<file path="src/rtl/bcg_pkg.sv">
// ============================================================================
// bcg_pkg - battery charge gauge shared definitions
// Field widths, scaling constants, control word layout and the microcode
// program that steps the gauge datapath through one item.
// ============================================================================
package bcg_pkg;

    // Field widths
    localparam int VOLT_W     = 16;
    localparam int CUR_W      = 16;
    localparam int CV_W       = 13;
    localparam int CAP_W      = 15;
    localparam int CUT_W      = 12;
    localparam int STATUS_W   = 2;
    localparam int SOC_W      = 7;
    localparam int LEVEL_W    = 27;
    localparam int CFG_DATA_W = 15;
    localparam int CFG_IDX_W  = 2;

    // Configuration reset values
    localparam logic [CV_W-1:0]  CV_RST  = CV_W'(4200);
    localparam logic [CAP_W-1:0] CAP_RST = CAP_W'(5200);
    localparam logic [CUT_W-1:0] CUT_RST = CUT_W'(3500);

    localparam int FULL_DEBOUNCE_LIMIT_DEF = 5;

    // Scaling constants
    localparam int K_VFULL_PCT  = 95;
    localparam int K_IFULL_PCT  = 2;
    localparam int K_FULL_PCT   = 70;
    localparam int K_SEC_PER_H  = 3600;
    localparam int K_TOP_OFFSET = 125;
    localparam int K_PERCENT    = 100;

    // Multiplier: 27 x 23 bits, product registered
    localparam int MUL_A_W = LEVEL_W;
    localparam int MUL_B_W = 23;
    localparam int PROD_W  = MUL_A_W + MUL_B_W;

    // x/100 as (x * ceil(2^29/100)) >> 29, exact for x below about six million
    localparam int                 REC_SHIFT = 29;
    localparam logic [MUL_B_W-1:0] REC100    = MUL_B_W'(5368710);

    // Threshold widths: cv*95/100 < cv, cap*2/100 < cap/32
    localparam int VFULL_W = CV_W;
    localparam int IFULL_W = CAP_W - 5;

    // Serial divider: quotient only needed up to the percent range
    localparam int DIV_QW = SOC_W;
    localparam int DIV_VW = LEVEL_W;
    localparam int DIV_DW = LEVEL_W + SOC_W;

    typedef enum logic [CFG_IDX_W-1:0] {
        CFG_CHARGE_V = 2'd0,
        CFG_CAPACITY = 2'd1,
        CFG_CUTOFF   = 2'd2
    } t_cfg_idx;

    typedef enum logic [STATUS_W-1:0] {
        ST_CHARGING    = 2'd0,
        ST_DISCHARGING = 2'd1,
        ST_FULL        = 2'd2,
        ST_EMPTY       = 2'd3
    } t_status;

    typedef struct packed {
        logic [CV_W-1:0]  cv;
        logic [CAP_W-1:0] cap;
        logic [CUT_W-1:0] cut;
    } t_cfg;

    typedef struct packed {
        t_status            status;
        logic [SOC_W-1:0]   soc;
        logic [LEVEL_W-1:0] level;
    } t_result;

    typedef struct packed {
        logic              busy;
        logic              ovf;
        logic [DIV_QW-1:0] quot;
    } t_div_res;

    typedef struct packed {
        logic in_valid;
        logic soc_fixed;
        logic div_busy;
        logic out_free;
    } t_seq_stat;

    // Program steps
    typedef enum logic [3:0] {
        S_IDLE,
        S_VF_MUL,
        S_VF_DIV,
        S_IF_MUL,
        S_IF_DIV,
        S_FC_MUL,
        S_FC_DIV,
        S_FC_SCALE,
        S_EVAL,
        S_SOC_SEL,
        S_DIV_GO,
        S_DIV_WAIT,
        S_SOC_LD,
        S_OUT
    } t_step;

    // Multiplier operand selects
    typedef enum logic [2:0] {
        MA_CV,
        MA_CAP,
        MA_P,
        MA_PQ,
        MA_SOC
    } t_mul_a;

    typedef enum logic [2:0] {
        MB_95,
        MB_2,
        MB_70,
        MB_REC,
        MB_3600,
        MB_100
    } t_mul_b;

    // Sequencing of the step counter
    typedef enum logic [2:0] {
        J_NEXT,
        J_WAIT_IN,
        J_SOC_FIXED,
        J_DIV_BUSY,
        J_OUT_FREE
    } t_jmp;

    typedef struct packed {
        logic   accept;
        logic   mul_en;
        t_mul_a mul_a;
        t_mul_b mul_b;
        logic   ld_vfull;
        logic   ld_ifull;
        logic   eval;
        logic   soc_sel;
        logic   div_start;
        logic   soc_ld;
        logic   out_wr;
        t_jmp   jmp;
        t_step  target;
    } t_ctrl;

    // Microcode ROM: one control word per step
    function automatic t_ctrl ucode(input t_step s);
        t_ctrl w;
        w = '0;
        unique case (s)
            S_IDLE: begin
                w.accept = 1'b1;
                w.jmp    = J_WAIT_IN;
            end
            S_VF_MUL: begin
                w.mul_en = 1'b1;
                w.mul_a  = MA_CV;
                w.mul_b  = MB_95;
            end
            S_VF_DIV: begin
                w.mul_en = 1'b1;
                w.mul_a  = MA_P;
                w.mul_b  = MB_REC;
            end
            S_IF_MUL: begin
                w.ld_vfull = 1'b1;
                w.mul_en   = 1'b1;
                w.mul_a    = MA_CAP;
                w.mul_b    = MB_2;
            end
            S_IF_DIV: begin
                w.mul_en = 1'b1;
                w.mul_a  = MA_P;
                w.mul_b  = MB_REC;
            end
            S_FC_MUL: begin
                w.ld_ifull = 1'b1;
                w.mul_en   = 1'b1;
                w.mul_a    = MA_CAP;
                w.mul_b    = MB_70;
            end
            S_FC_DIV: begin
                w.mul_en = 1'b1;
                w.mul_a  = MA_P;
                w.mul_b  = MB_REC;
            end
            S_FC_SCALE: begin
                w.mul_en = 1'b1;
                w.mul_a  = MA_PQ;
                w.mul_b  = MB_3600;
            end
            S_EVAL: begin
                w.eval = 1'b1;
            end
            S_SOC_SEL: begin
                w.soc_sel = 1'b1;
                w.mul_en  = 1'b1;
                w.mul_a   = MA_SOC;
                w.mul_b   = MB_100;
                w.jmp     = J_SOC_FIXED;
                w.target  = S_OUT;
            end
            S_DIV_GO: begin
                w.div_start = 1'b1;
            end
            S_DIV_WAIT: begin
                w.jmp = J_DIV_BUSY;
            end
            S_SOC_LD: begin
                w.soc_ld = 1'b1;
            end
            S_OUT: begin
                w.out_wr = 1'b1;
                w.jmp    = J_OUT_FREE;
                w.target = S_IDLE;
            end
            default: begin
                // unused step codes fall back to idle
                w.jmp    = J_OUT_FREE;
                w.target = S_IDLE;
            end
        endcase
        return w;
    endfunction

endpackage

</file>
<file path="src/rtl/bcg_seq.sv">
// ============================================================================
// bcg_seq - microcode sequencer
// Step counter with conditional jumps; the current step addresses the
// control word ROM that drives the datapath.
// ============================================================================
module bcg_seq (
    input  logic               i_clk,
    input  logic               i_rst_n,
    input  bcg_pkg::t_seq_stat i_stat,
    output bcg_pkg::t_ctrl     o_ctrl
);
    import bcg_pkg::*;

    t_step r_step;
    t_step n_step;
    t_step w_inc;
    t_ctrl w_ctrl;

    assign w_inc = t_step'(r_step + 1'b1);

    // next step
    always_comb begin
        unique case (w_ctrl.jmp)
            J_NEXT:      n_step = w_inc;
            J_WAIT_IN:   n_step = i_stat.in_valid ? w_inc : r_step;
            J_SOC_FIXED: n_step = i_stat.soc_fixed ? w_ctrl.target : w_inc;
            J_DIV_BUSY:  n_step = i_stat.div_busy ? r_step : w_inc;
            J_OUT_FREE:  n_step = i_stat.out_free ? w_ctrl.target : r_step;
            default:     n_step = S_IDLE;
        endcase
    end

    // control word out of the ROM
    always_comb begin
        w_ctrl = ucode(r_step);
        o_ctrl = w_ctrl;
    end

    always_ff @(posedge i_clk) begin
        if (!i_rst_n) begin
            r_step <= S_IDLE;
        end else begin
            r_step <= n_step;
        end
    end

    // the program only returns to idle from the result step
    a_idle_entry: assert property (@(posedge i_clk) disable iff (!i_rst_n)
        ($past(i_rst_n) && r_step == S_IDLE && $past(r_step) != S_IDLE)
            |-> $past(r_step) == S_OUT)
        else $error("sequencer entered idle from an unexpected step");

endmodule

</file>
<file path="src/rtl/bcg_div.sv">
// ============================================================================
// bcg_div - serial percent divider
// Restoring division, one quotient bit per cycle. Quotients of 128 and
// more are flagged as overflow at start.
// ============================================================================
module bcg_div (
    input  logic                         i_clk,
    input  logic                         i_rst_n,
    input  logic                         i_start,
    input  logic [bcg_pkg::DIV_DW-1:0]   i_dividend,
    input  logic [bcg_pkg::DIV_VW-1:0]   i_divisor,
    output bcg_pkg::t_div_res            o_res
);
    import bcg_pkg::*;

    localparam int CNT_W = $clog2(DIV_QW);

    logic              r_busy;
    logic              r_ovf;
    logic [CNT_W-1:0]  r_cnt;
    logic [DIV_DW-1:0] r_rem;
    logic [DIV_DW-1:0] r_sd;
    logic [DIV_QW-1:0] r_quot;
    logic              w_fit;

    assign w_fit = (r_rem >= r_sd);

    // control
    always_ff @(posedge i_clk) begin
        if (!i_rst_n) begin
            r_busy <= 1'b0;
            r_cnt  <= '0;
        end else if (i_start) begin
            r_busy <= 1'b1;
            r_cnt  <= CNT_W'(DIV_QW - 1);
        end else if (r_busy) begin
            if (r_cnt == '0) begin
                r_busy <= 1'b0;
            end else begin
                r_cnt <= r_cnt - 1'b1;
            end
        end
    end

    // remainder, shifted divisor and quotient
    always_ff @(posedge i_clk) begin
        if (i_start) begin
            r_ovf  <= (i_dividend >= {i_divisor, {DIV_QW{1'b0}}});
            r_rem  <= i_dividend;
            r_sd   <= DIV_DW'({i_divisor, {(DIV_QW - 1){1'b0}}});
            r_quot <= '0;
        end else if (r_busy) begin
            if (w_fit) begin
                r_rem <= r_rem - r_sd;
            end
            r_quot <= {r_quot[DIV_QW-2:0], w_fit};
            r_sd   <= r_sd >> 1;
        end
    end

    assign o_res = '{busy: r_busy, ovf: r_ovf, quot: r_quot};

    a_no_restart: assert property (@(posedge i_clk) disable iff (!i_rst_n)
        i_start |-> !r_busy)
        else $error("divider started while still busy");

endmodule

</file>
<file path="src/rtl/bcg_dp.sv">
// ============================================================================
// bcg_dp - gauge datapath
// Shared multiplier, threshold and charge registers, status decision and
// state-of-charge selection, all stepped by the microcode control word.
// ============================================================================
module bcg_dp #(
    parameter int FULL_DEBOUNCE_LIMIT = bcg_pkg::FULL_DEBOUNCE_LIMIT_DEF
) (
    input  logic                              i_clk,
    input  logic                              i_rst_n,
    input  bcg_pkg::t_ctrl                    i_ctrl,
    input  logic                              i_accept,
    input  logic [bcg_pkg::VOLT_W-1:0]        i_voltage_mv,
    input  logic signed [bcg_pkg::CUR_W-1:0]  i_current_ma,
    input  bcg_pkg::t_cfg                     i_cfg,
    input  bcg_pkg::t_div_res                 i_div,
    output logic                              o_soc_fixed,
    output logic [bcg_pkg::DIV_DW-1:0]        o_dividend,
    output logic [bcg_pkg::DIV_VW-1:0]        o_divisor,
    output bcg_pkg::t_result                  o_result
);
    import bcg_pkg::*;

    localparam int              DB_W     = $clog2(FULL_DEBOUNCE_LIMIT + 2);
    localparam logic [DB_W-1:0] DB_LIMIT = DB_W'(FULL_DEBOUNCE_LIMIT);
    localparam logic [SOC_W-1:0] SOC_MAX = SOC_W'(K_PERCENT);

    // item and working registers
    logic [VOLT_W-1:0]        r_volt;
    logic signed [CUR_W-1:0]  r_cur;
    logic [PROD_W-1:0]        r_prod;
    logic [VFULL_W-1:0]       r_vfull;
    logic [IFULL_W-1:0]       r_ifull;
    logic [SOC_W-1:0]         r_soc;
    logic [LEVEL_W-1:0]       r_divisor;

    // gauge state
    logic [DB_W-1:0]          r_db;
    logic [LEVEL_W-1:0]       r_counter;
    logic [LEVEL_W-1:0]       r_fcv;
    logic                     r_est;
    t_status                  r_status;

    logic [MUL_A_W-1:0]       w_mul_a;
    logic [MUL_B_W-1:0]       w_mul_b;
    logic [PROD_W-1:0]        w_prod;
    logic signed [CUR_W:0]    w_cur_ext;
    logic [CUR_W:0]           w_abs_cur;
    logic                     w_full_cond;
    logic                     w_full_now;
    logic [DB_W-1:0]          n_db;
    logic                     w_cur_pos;
    logic [LEVEL_W-1:0]       w_dis_amt;
    logic [LEVEL_W:0]         w_chg_sum;
    t_status                  w_status_new;
    logic [LEVEL_W-1:0]       w_counter_new;
    logic signed [CV_W:0]     w_top;
    logic signed [VOLT_W:0]   w_volt_s;
    logic                     w_above_top;
    logic signed [CV_W+1:0]   w_span;
    logic [VOLT_W-1:0]        w_vdiff;
    logic                     w_soc_fixed;
    logic [SOC_W-1:0]         w_soc_fix_val;
    logic [SOC_W-1:0]         w_soc_div;

    // multiplier operand selection
    always_comb begin
        unique case (i_ctrl.mul_a)
            MA_CV:   w_mul_a = MUL_A_W'(i_cfg.cv);
            MA_CAP:  w_mul_a = MUL_A_W'(i_cfg.cap);
            MA_P:    w_mul_a = r_prod[MUL_A_W-1:0];
            MA_PQ:   w_mul_a = MUL_A_W'(r_prod[PROD_W-1:REC_SHIFT]);
            MA_SOC:  w_mul_a = r_est ? MUL_A_W'(w_vdiff) : r_counter;
            default: w_mul_a = '0;
        endcase
        unique case (i_ctrl.mul_b)
            MB_95:   w_mul_b = MUL_B_W'(K_VFULL_PCT);
            MB_2:    w_mul_b = MUL_B_W'(K_IFULL_PCT);
            MB_70:   w_mul_b = MUL_B_W'(K_FULL_PCT);
            MB_REC:  w_mul_b = REC100;
            MB_3600: w_mul_b = MUL_B_W'(K_SEC_PER_H);
            MB_100:  w_mul_b = MUL_B_W'(K_PERCENT);
            default: w_mul_b = '0;
        endcase
    end

    assign w_prod = PROD_W'(w_mul_a) * PROD_W'(w_mul_b);

    // full-charge detection and debounce
    assign w_cur_ext = {r_cur[CUR_W-1], r_cur};
    assign w_abs_cur = r_cur[CUR_W-1] ? (CUR_W + 1)'(-w_cur_ext) : (CUR_W + 1)'(w_cur_ext);

    always_comb begin
        w_full_cond = (r_volt > VOLT_W'(r_vfull)) && (w_abs_cur < (CUR_W + 1)'(r_ifull));
        w_full_now  = w_full_cond && (r_db > DB_LIMIT);
        if (!w_full_cond) begin
            n_db = '0;
        end else if (r_db > DB_LIMIT) begin
            n_db = r_db;
        end else begin
            n_db = r_db + 1'b1;
        end
    end

    // status and charge counter update
    assign w_cur_pos = !r_cur[CUR_W-1] && (r_cur != '0);
    assign w_dis_amt = LEVEL_W'(r_cur[CUR_W-2:0]);
    assign w_chg_sum = (LEVEL_W + 1)'(r_counter) + (LEVEL_W + 1)'(w_abs_cur);

    always_comb begin
        priority if (w_full_now) begin
            w_status_new  = ST_FULL;
            w_counter_new = r_prod[LEVEL_W-1:0];
        end else if (r_volt < VOLT_W'(i_cfg.cut)) begin
            w_status_new  = ST_EMPTY;
            w_counter_new = '0;
        end else if (w_cur_pos) begin
            w_status_new  = ST_DISCHARGING;
            w_counter_new = (r_counter < w_dis_amt) ? '0 : r_counter - w_dis_amt;
        end else begin
            w_status_new  = ST_CHARGING;
            w_counter_new = (w_chg_sum > (LEVEL_W + 1)'(r_fcv)) ? r_fcv
                                                                : w_chg_sum[LEVEL_W-1:0];
        end
    end

    // voltage line: top of line is charge voltage less the offset, signed
    assign w_top       = $signed({1'b0, i_cfg.cv}) - $signed((CV_W + 1)'(K_TOP_OFFSET));
    assign w_volt_s    = $signed({1'b0, r_volt});
    assign w_above_top = w_volt_s > $signed((VOLT_W + 1)'(w_top));
    // span and offset are only used once the voltage sits between cutoff and top
    assign w_span      = $signed({w_top[CV_W], w_top}) - $signed((CV_W + 2)'(i_cfg.cut));
    assign w_vdiff     = r_volt - VOLT_W'(i_cfg.cut);

    // state of charge settled without a divide
    always_comb begin
        w_soc_fixed   = 1'b1;
        w_soc_fix_val = '0;
        priority if (r_status == ST_FULL) begin
            w_soc_fix_val = SOC_MAX;
        end else if (r_status == ST_EMPTY) begin
            w_soc_fix_val = '0;
        end else if (r_est) begin
            w_soc_fixed   = w_above_top;
            w_soc_fix_val = SOC_MAX;
        end else if (r_counter > r_fcv) begin
            w_soc_fix_val = SOC_MAX;
        end else if (r_fcv == '0) begin
            w_soc_fix_val = '0;
        end else begin
            w_soc_fixed = 1'b0;
        end
    end

    assign w_soc_div = (i_div.ovf || i_div.quot > SOC_MAX) ? SOC_MAX : i_div.quot;

    // item, product and working registers
    always_ff @(posedge i_clk) begin
        if (i_accept) begin
            r_volt <= i_voltage_mv;
            r_cur  <= i_current_ma;
        end
        if (i_ctrl.mul_en) begin
            r_prod <= w_prod;
        end
        if (i_ctrl.ld_vfull) begin
            r_vfull <= r_prod[REC_SHIFT +: VFULL_W];
        end
        if (i_ctrl.ld_ifull) begin
            r_ifull <= r_prod[REC_SHIFT +: IFULL_W];
        end
        if (i_ctrl.soc_sel) begin
            r_divisor <= r_est ? LEVEL_W'(w_span[CV_W-1:0]) : r_fcv;
            if (w_soc_fixed) begin
                r_soc <= w_soc_fix_val;
            end
        end
        if (i_ctrl.soc_ld) begin
            r_soc <= w_soc_div;
        end
    end

    // gauge state
    always_ff @(posedge i_clk) begin
        if (!i_rst_n) begin
            r_db      <= '0;
            r_counter <= '0;
            r_fcv     <= '0;
            r_est     <= 1'b1;
            r_status  <= ST_CHARGING;
        end else if (i_ctrl.eval) begin
            r_db      <= n_db;
            r_counter <= w_counter_new;
            r_status  <= w_status_new;
            if (w_full_now) begin
                r_fcv <= r_prod[LEVEL_W-1:0];
                r_est <= 1'b0;
            end
        end
    end

    assign o_soc_fixed = w_soc_fixed;
    assign o_dividend  = r_prod[DIV_DW-1:0];
    assign o_divisor   = r_divisor;
    assign o_result    = '{status: r_status, soc: r_soc, level: r_counter};

    a_counter_bound: assert property (@(posedge i_clk) disable iff (!i_rst_n)
        r_counter <= r_fcv)
        else $error("charge counter above full-charge value");

    a_full_level: assert property (@(posedge i_clk) disable iff (!i_rst_n)
        (r_status == ST_FULL) |-> (r_counter == r_fcv))
        else $error("full status without counter at full-charge value");

endmodule

</file>
<file path="src/rtl/battery_charge_gauge.sv">
// ============================================================================
// battery_charge_gauge - coulomb counting fuel gauge
// Classifies each voltage/current item, keeps the charge counter and reports
// the state of charge, run by a microcoded sequencer over one datapath.
//
//   Channel  Direction  Handshake                 Fields
//   in       to block   i_in_valid / o_in_stall   i_voltage_mv, i_current_ma
//   out      from block o_out_valid / i_out_stall o_battery_status,
//                                                 o_state_of_charge,
//                                                 o_charge_level
//   cfg      to block   i_cfg_we                  i_cfg_index, i_cfg_data
//
// Each item runs through the multiplier steps for the constant scalings;
// when the state of charge is not settled by a limit, it then needs the
// divide, done by the serial divider at one quotient bit a cycle.
// Items are taken only in the idle step; a finished result waits in the
// output register while the next item is worked on, and a second result
// holds the sequencer until the first is taken. Reset is synchronous and
// needs no clearing pass; configuration returns to its defaults.
// ============================================================================
module battery_charge_gauge #(
    parameter int FULL_DEBOUNCE_LIMIT = bcg_pkg::FULL_DEBOUNCE_LIMIT_DEF
) (
    input  logic                                i_clk,
    input  logic                                i_rst_n,
    // input items
    input  logic                                i_in_valid,
    output logic                                o_in_stall,
    input  logic [bcg_pkg::VOLT_W-1:0]          i_voltage_mv,
    input  logic signed [bcg_pkg::CUR_W-1:0]    i_current_ma,
    // result items
    output logic                                o_out_valid,
    input  logic                                i_out_stall,
    output logic [bcg_pkg::STATUS_W-1:0]        o_battery_status,
    output logic [bcg_pkg::SOC_W-1:0]           o_state_of_charge,
    output logic [bcg_pkg::LEVEL_W-1:0]         o_charge_level,
    // configuration writes
    input  logic                                i_cfg_we,
    input  logic [bcg_pkg::CFG_IDX_W-1:0]       i_cfg_index,
    input  logic [bcg_pkg::CFG_DATA_W-1:0]      i_cfg_data
);
    import bcg_pkg::*;

    t_cfg              r_cfg;
    logic              r_out_valid;
    t_result           r_out;

    t_ctrl             w_ctrl;
    t_seq_stat         w_stat;
    t_div_res          w_div;
    t_result           w_result;
    logic              w_accept;
    logic              w_out_free;
    logic              w_out_wr;
    logic              w_soc_fixed;
    logic [DIV_DW-1:0] w_dividend;
    logic [DIV_VW-1:0] w_divisor;

    // handshakes
    assign o_in_stall = !w_ctrl.accept;
    assign w_accept   = w_ctrl.accept && i_in_valid;
    assign w_out_free = !r_out_valid || !i_out_stall;
    assign w_out_wr   = w_ctrl.out_wr && w_out_free;

    assign w_stat = '{in_valid:  i_in_valid,
                      soc_fixed: w_soc_fixed,
                      div_busy:  w_div.busy,
                      out_free:  w_out_free};

    // configuration registers
    always_ff @(posedge i_clk) begin
        if (!i_rst_n) begin
            r_cfg <= '{cv: CV_RST, cap: CAP_RST, cut: CUT_RST};
        end else if (i_cfg_we) begin
            unique case (t_cfg_idx'(i_cfg_index))
                CFG_CHARGE_V: r_cfg.cv  <= i_cfg_data[CV_W-1:0];
                CFG_CAPACITY: r_cfg.cap <= i_cfg_data[CAP_W-1:0];
                CFG_CUTOFF:   r_cfg.cut <= i_cfg_data[CUT_W-1:0];
                default: begin
                    // no register at this index
                end
            endcase
        end
    end

    // output register
    always_ff @(posedge i_clk) begin
        if (!i_rst_n) begin
            r_out_valid <= 1'b0;
        end else if (w_out_wr) begin
            r_out_valid <= 1'b1;
        end else if (!i_out_stall) begin
            r_out_valid <= 1'b0;
        end
    end

    always_ff @(posedge i_clk) begin
        if (w_out_wr) begin
            r_out <= w_result;
        end
    end

    assign o_out_valid       = r_out_valid;
    assign o_battery_status  = r_out.status;
    assign o_state_of_charge = r_out.soc;
    assign o_charge_level    = r_out.level;

    bcg_seq u_seq (
        .i_clk   (i_clk),
        .i_rst_n (i_rst_n),
        .i_stat  (w_stat),
        .o_ctrl  (w_ctrl)
    );

    bcg_dp #(
        .FULL_DEBOUNCE_LIMIT (FULL_DEBOUNCE_LIMIT)
    ) u_dp (
        .i_clk        (i_clk),
        .i_rst_n      (i_rst_n),
        .i_ctrl       (w_ctrl),
        .i_accept     (w_accept),
        .i_voltage_mv (i_voltage_mv),
        .i_current_ma (i_current_ma),
        .i_cfg        (r_cfg),
        .i_div        (w_div),
        .o_soc_fixed  (w_soc_fixed),
        .o_dividend   (w_dividend),
        .o_divisor    (w_divisor),
        .o_result     (w_result)
    );

    bcg_div u_div (
        .i_clk      (i_clk),
        .i_rst_n    (i_rst_n),
        .i_start    (w_ctrl.div_start),
        .i_dividend (w_dividend),
        .i_divisor  (w_divisor),
        .o_res      (w_div)
    );

    a_soc_range: assert property (@(posedge i_clk) disable iff (!i_rst_n)
        o_out_valid |-> (o_state_of_charge <= SOC_W'(K_PERCENT)))
        else $error("state of charge above full scale");

    a_full_soc: assert property (@(posedge i_clk) disable iff (!i_rst_n)
        (o_out_valid && o_battery_status == ST_FULL)
            |-> (o_state_of_charge == SOC_W'(K_PERCENT)))
        else $error("fully charged item without full state of charge");

endmodule

</file>
<file path="config.mk">
export PLATFORM = sky130hd
export DESIGN_NAME = battery_charge_gauge
export DESIGN_NICKNAME = d
export VERILOG_FILES = /design/src/rtl/bcg_pkg.sv /design/src/rtl/bcg_seq.sv /design/src/rtl/bcg_div.sv /design/src/rtl/bcg_dp.sv /design/src/rtl/battery_charge_gauge.sv
export SDC_FILE = /design/constraint.sdc
export NUM_CORES = 2
export LEC_CHECK = 0
export BUFFER_PORTS_ARGS = -buffer_cell sky130_fd_sc_hd__buf_4
export CORE_MARGIN = 2
export CORE_UTILIZATION = 59
export DETAILED_ROUTE_END_ITERATION = 12
export PLACE_DENSITY = 0.89
export SLEW_MARGIN = 10
export SYNTH_ARGS = -nofsm -noshare
export SYNTH_HDL_FRONTEND = slang
export SYNTH_SLANG_ARGS = --single-unit
</file>
<file path="constraint.sdc">
create_clock -name i_clk -period 8.3 [get_ports i_clk]
set_input_delay 0.83 -clock i_clk [delete_from_list [all_inputs] [get_ports i_clk]]
set_output_delay 0.83 -clock i_clk [all_outputs]
set_load 0.03 [all_outputs]
</file>
==> flow_summary_export.csv <==
group,metric,value,unit
worst_setup_path,worstSetupPathType,"register to register",
worst_setup_path,crit_required,8640,ps
synthesis,synth-edff-count,237,
timing,slew_viol_final,0,
finish,areaGrowthSynthToFinish,18.2,%
routing,met2WireLength,58.1,mm
timing,clock_skew,29.3,ps
floorplanning,die_y,260,um
worst_setup_path,reg2reg_depth,35,
floorplanning,core-area,0.0646,sq mm
synthesis,seq_area_frac_synth,24.8,%
worst_setup_path,crit_fanout,6,
global_routing,grt_usage,39.9,%
timing,fin_crit_sh,108,%
clocking,clkLatencyLatePin,600,ps
clocking,clockBufferDepth,3,
outcome,violations,"negative setup slack",
clocking,postCtsHoldBufs,0,
floorplanning,initial_core_util,59.8,%
timing,slew_headroom,19.3,%
timing,rsz0062_at_grt,"yes",
global_routing,overflow,0,
global_routing,antenna_found_initial,8,
timing,finalHoldViolations,0,
synthesis,yosys_warnings,0,
clocking,root_buffer,"clkbuf_16",
placed_design,dpl-instance-area,0.0432,sq mm
routing,drt_iter0_markers,4337,
global_routing,grt_max_degree,101,
placed_design,hpwl,107,mm
clocking,clkTransAtPathRegs,60,ps
timing,min_period,9000,ps
placed_design,place_congestion,1.09,
finish,drive_gt1_share,16.4,%
outcome,status,"finished, violations left",
synthesis,synthDistinctLibCells,82,
routing,firstDrtPassIters,10,
placed_design,io_buffers,91,
synthesis,synthFlopType,"edfxtp_1",
worst_setup_path,cp_slowest_cell,"a2111o_1",
clocking,cts_tree,"done",
timing,worstMarginPinSlew,1200,ps
synthesis,syn_avg_cell_area,9.22,sq um
worst_setup_path,critPathArrivalTime,9340,ps
floorplanning,io_pins,92,
routing,wl_met1,47.2,mm
worst_hold_path,hp-class,"input pin to register",
routing,vias,34500,
routing,wirelength,134,mm
timing,setup_violations,25,
finish,nNetsFinal,5591,
synthesis,synth_seq_cells,359,
routing,wire_per_inst,24.2,um
synthesis,synth_area,0.0386,sq mm
finish,final_cell_area,0.0457,sq mm
worst_setup_path,critPathMaxStageDelay,580,ps
floorplanning,num_rows,93,
routing,ant_nets,0,
worst_setup_path,start_kind,"register",
routing,drc,0,
worst_setup_path,critPathMostFrequentCell,"fa_1",
routing,dr.max_layer_used,"met5",
clocking,cts-htree-levels,2,
routing,route.met3.wl,18.3,mm
timing,fmax,111,MHz
job,maxCapViolations,0,
worst_setup_path,end_kind,"register",
timing,setup_ws,-702,ps
clocking,clock_sinks,359,
synthesis,syn_inst,4188,
worst_hold_path,hold_depth,1,
floorplanning,die_area,0.0675,sq mm
routing,vias_per_cell,6.21,
finish,n_fill_cell,4515,
synthesis,synthArstFlopShare,0,%
global_routing,grt_pass1_wl,202,mm
clocking,cts_buffers,43,
global_routing,grt_pass1_vias,35100,
floorplanning,die_w,260,um
per-layer routing:
metal	global-route usage, %	vias to the layer above
li1	-	14900
met1	49.1	16400
met2	61.4	2414
met3	12.6	718
met4	24.8	8
met5	0	-
flip-flops by register name (all words and copies together), names as in the netlist:
register / count
o_battery_status: 2
o_charge_level: 27
o_out_valid: 1
o_state_of_charge: 7
r_cfg: 40
u_div.r_busy: 1
u_div.r_cnt: 3
u_div.r_ovf: 1
u_div.r_quot: 7
u_div.r_rem: 34
u_div.r_sd: 33
u_dp.o_divisor: 27
u_dp.r_counter: 27
u_dp.r_cur: 16
u_dp.r_db: 3
u_dp.r_est: 1
u_dp.r_fcv: 27
u_dp.r_ifull: 10
u_dp.r_prod: 50
u_dp.r_soc: 7
u_dp.r_status: 2
u_dp.r_vfull: 13
u_dp.r_volt: 16
u_seq.r_step: 4
cell usage after synthesis (all sizes together) (71+ instances only):
cell	number	area (sq um)
a21o	84	631
a21oi	255	1280
clkbuf	110	413
dfxtp	122	2440
edfxtp	237	7120
fa	394	7890
ha	488	6110
inv	798	3000
nand2	448	1680
nand3	71	355
nor2	210	788
o21ai	185	926
xnor2	108	946
area by class of cell:
class / count / area (sq um) / share of cell area, %
repair buffers: 516 / 4010 / 8.78
clock buffers: 49 / 1110 / 2.43
well taps: 855 / 1070 / 2.34
diodes: 4 / 10.0 / 0.0219
inverters: 798 / 3000 / 6.57
multi-input cells: 2937 / 26500 / 58.1
flip-flops and latches: 359 / 9560 / 20.9
clock inverters: 30 / 378 / 0.828
timing repair:
item	CTS	global route
pin swaps	84	24
cloned	0	0
hold endpoints to repair	0	0
buffers inserted	24	15
resized for setup	107	61
endpoints found under the setup margin	34	34
per-stage QoR:
step	worst slack [ps]	hold WS (ps)	cells	setup TNS, ps	utilization [%]
2_1_floorplan	-318	400	4227	-2300	-
3_3_place_gp	-708	408	5428	-12470	66.9
3_5_place_dp	-968	405	5428	-20610	66.9
4_1_cts	-459	396	5530	-6150	70.1
5_1_grt	-989	406	5544	-17490	70.7
6_report	-702	398	5548	-8910	70.7
worst max-delay path: cells and delay by family, from the launching register on:
| family | cells | cell delay (ps) |
|---|---|---|
| fa+ha+maj | 9 | 4130 |
| compound gates | 11 | 2460 |
| simple gates | 6 | 880 |
| buf+inv | 7 | 550 |
| flops | 1 | 400 |
| xor+xnor | 2 | 310 |
cells by family (layout without fill, tap and decap cells):
logic type               after synthesis  after routing  share of synthesized area, %
adder cells (fa/ha/maj)              882            882                          36.2
buffers and inverters                931           1393                          9.12
AO/OA/AOI/OAI                        801            801                          13.1
XOR/XNOR                             156            156                          3.54
flip-flops                           359            359                          24.8
other                                  2             45                        0.0194
AND/OR/NAND/NOR                     1010           1010                          12.0
multiplexers                          47             47                          1.23
placed cells by master, fill, tap and decap left out, drive strengths merged, types with 71 or more instances in the layout:
cell,n
fa,394
edfxtp,237
xnor2,108
inv,801
o21ai,185
a21oi,255
nor2,210
nand2,448
buf,515
a21o,84
ha,488
nand3,71
dfxtp,122
worst paths after layout:
path	end	start	slack, ps
setup / recovery	u_dp.r_prod[39]	u_dp.r_volt[1]	-700
hold reg to reg	o_state_of_charge[0]	u_dp.r_soc[0]	420
setup reg to reg	u_dp.r_prod[39]	u_dp.r_volt[1]	-700
hold / removal	u_dp.r_cur[3]	i_current_ma[3]	400
Power is left out: the tool's default activity adds up to more than one toggle a clock period on the data nets, which glitch-free logic cannot reach.
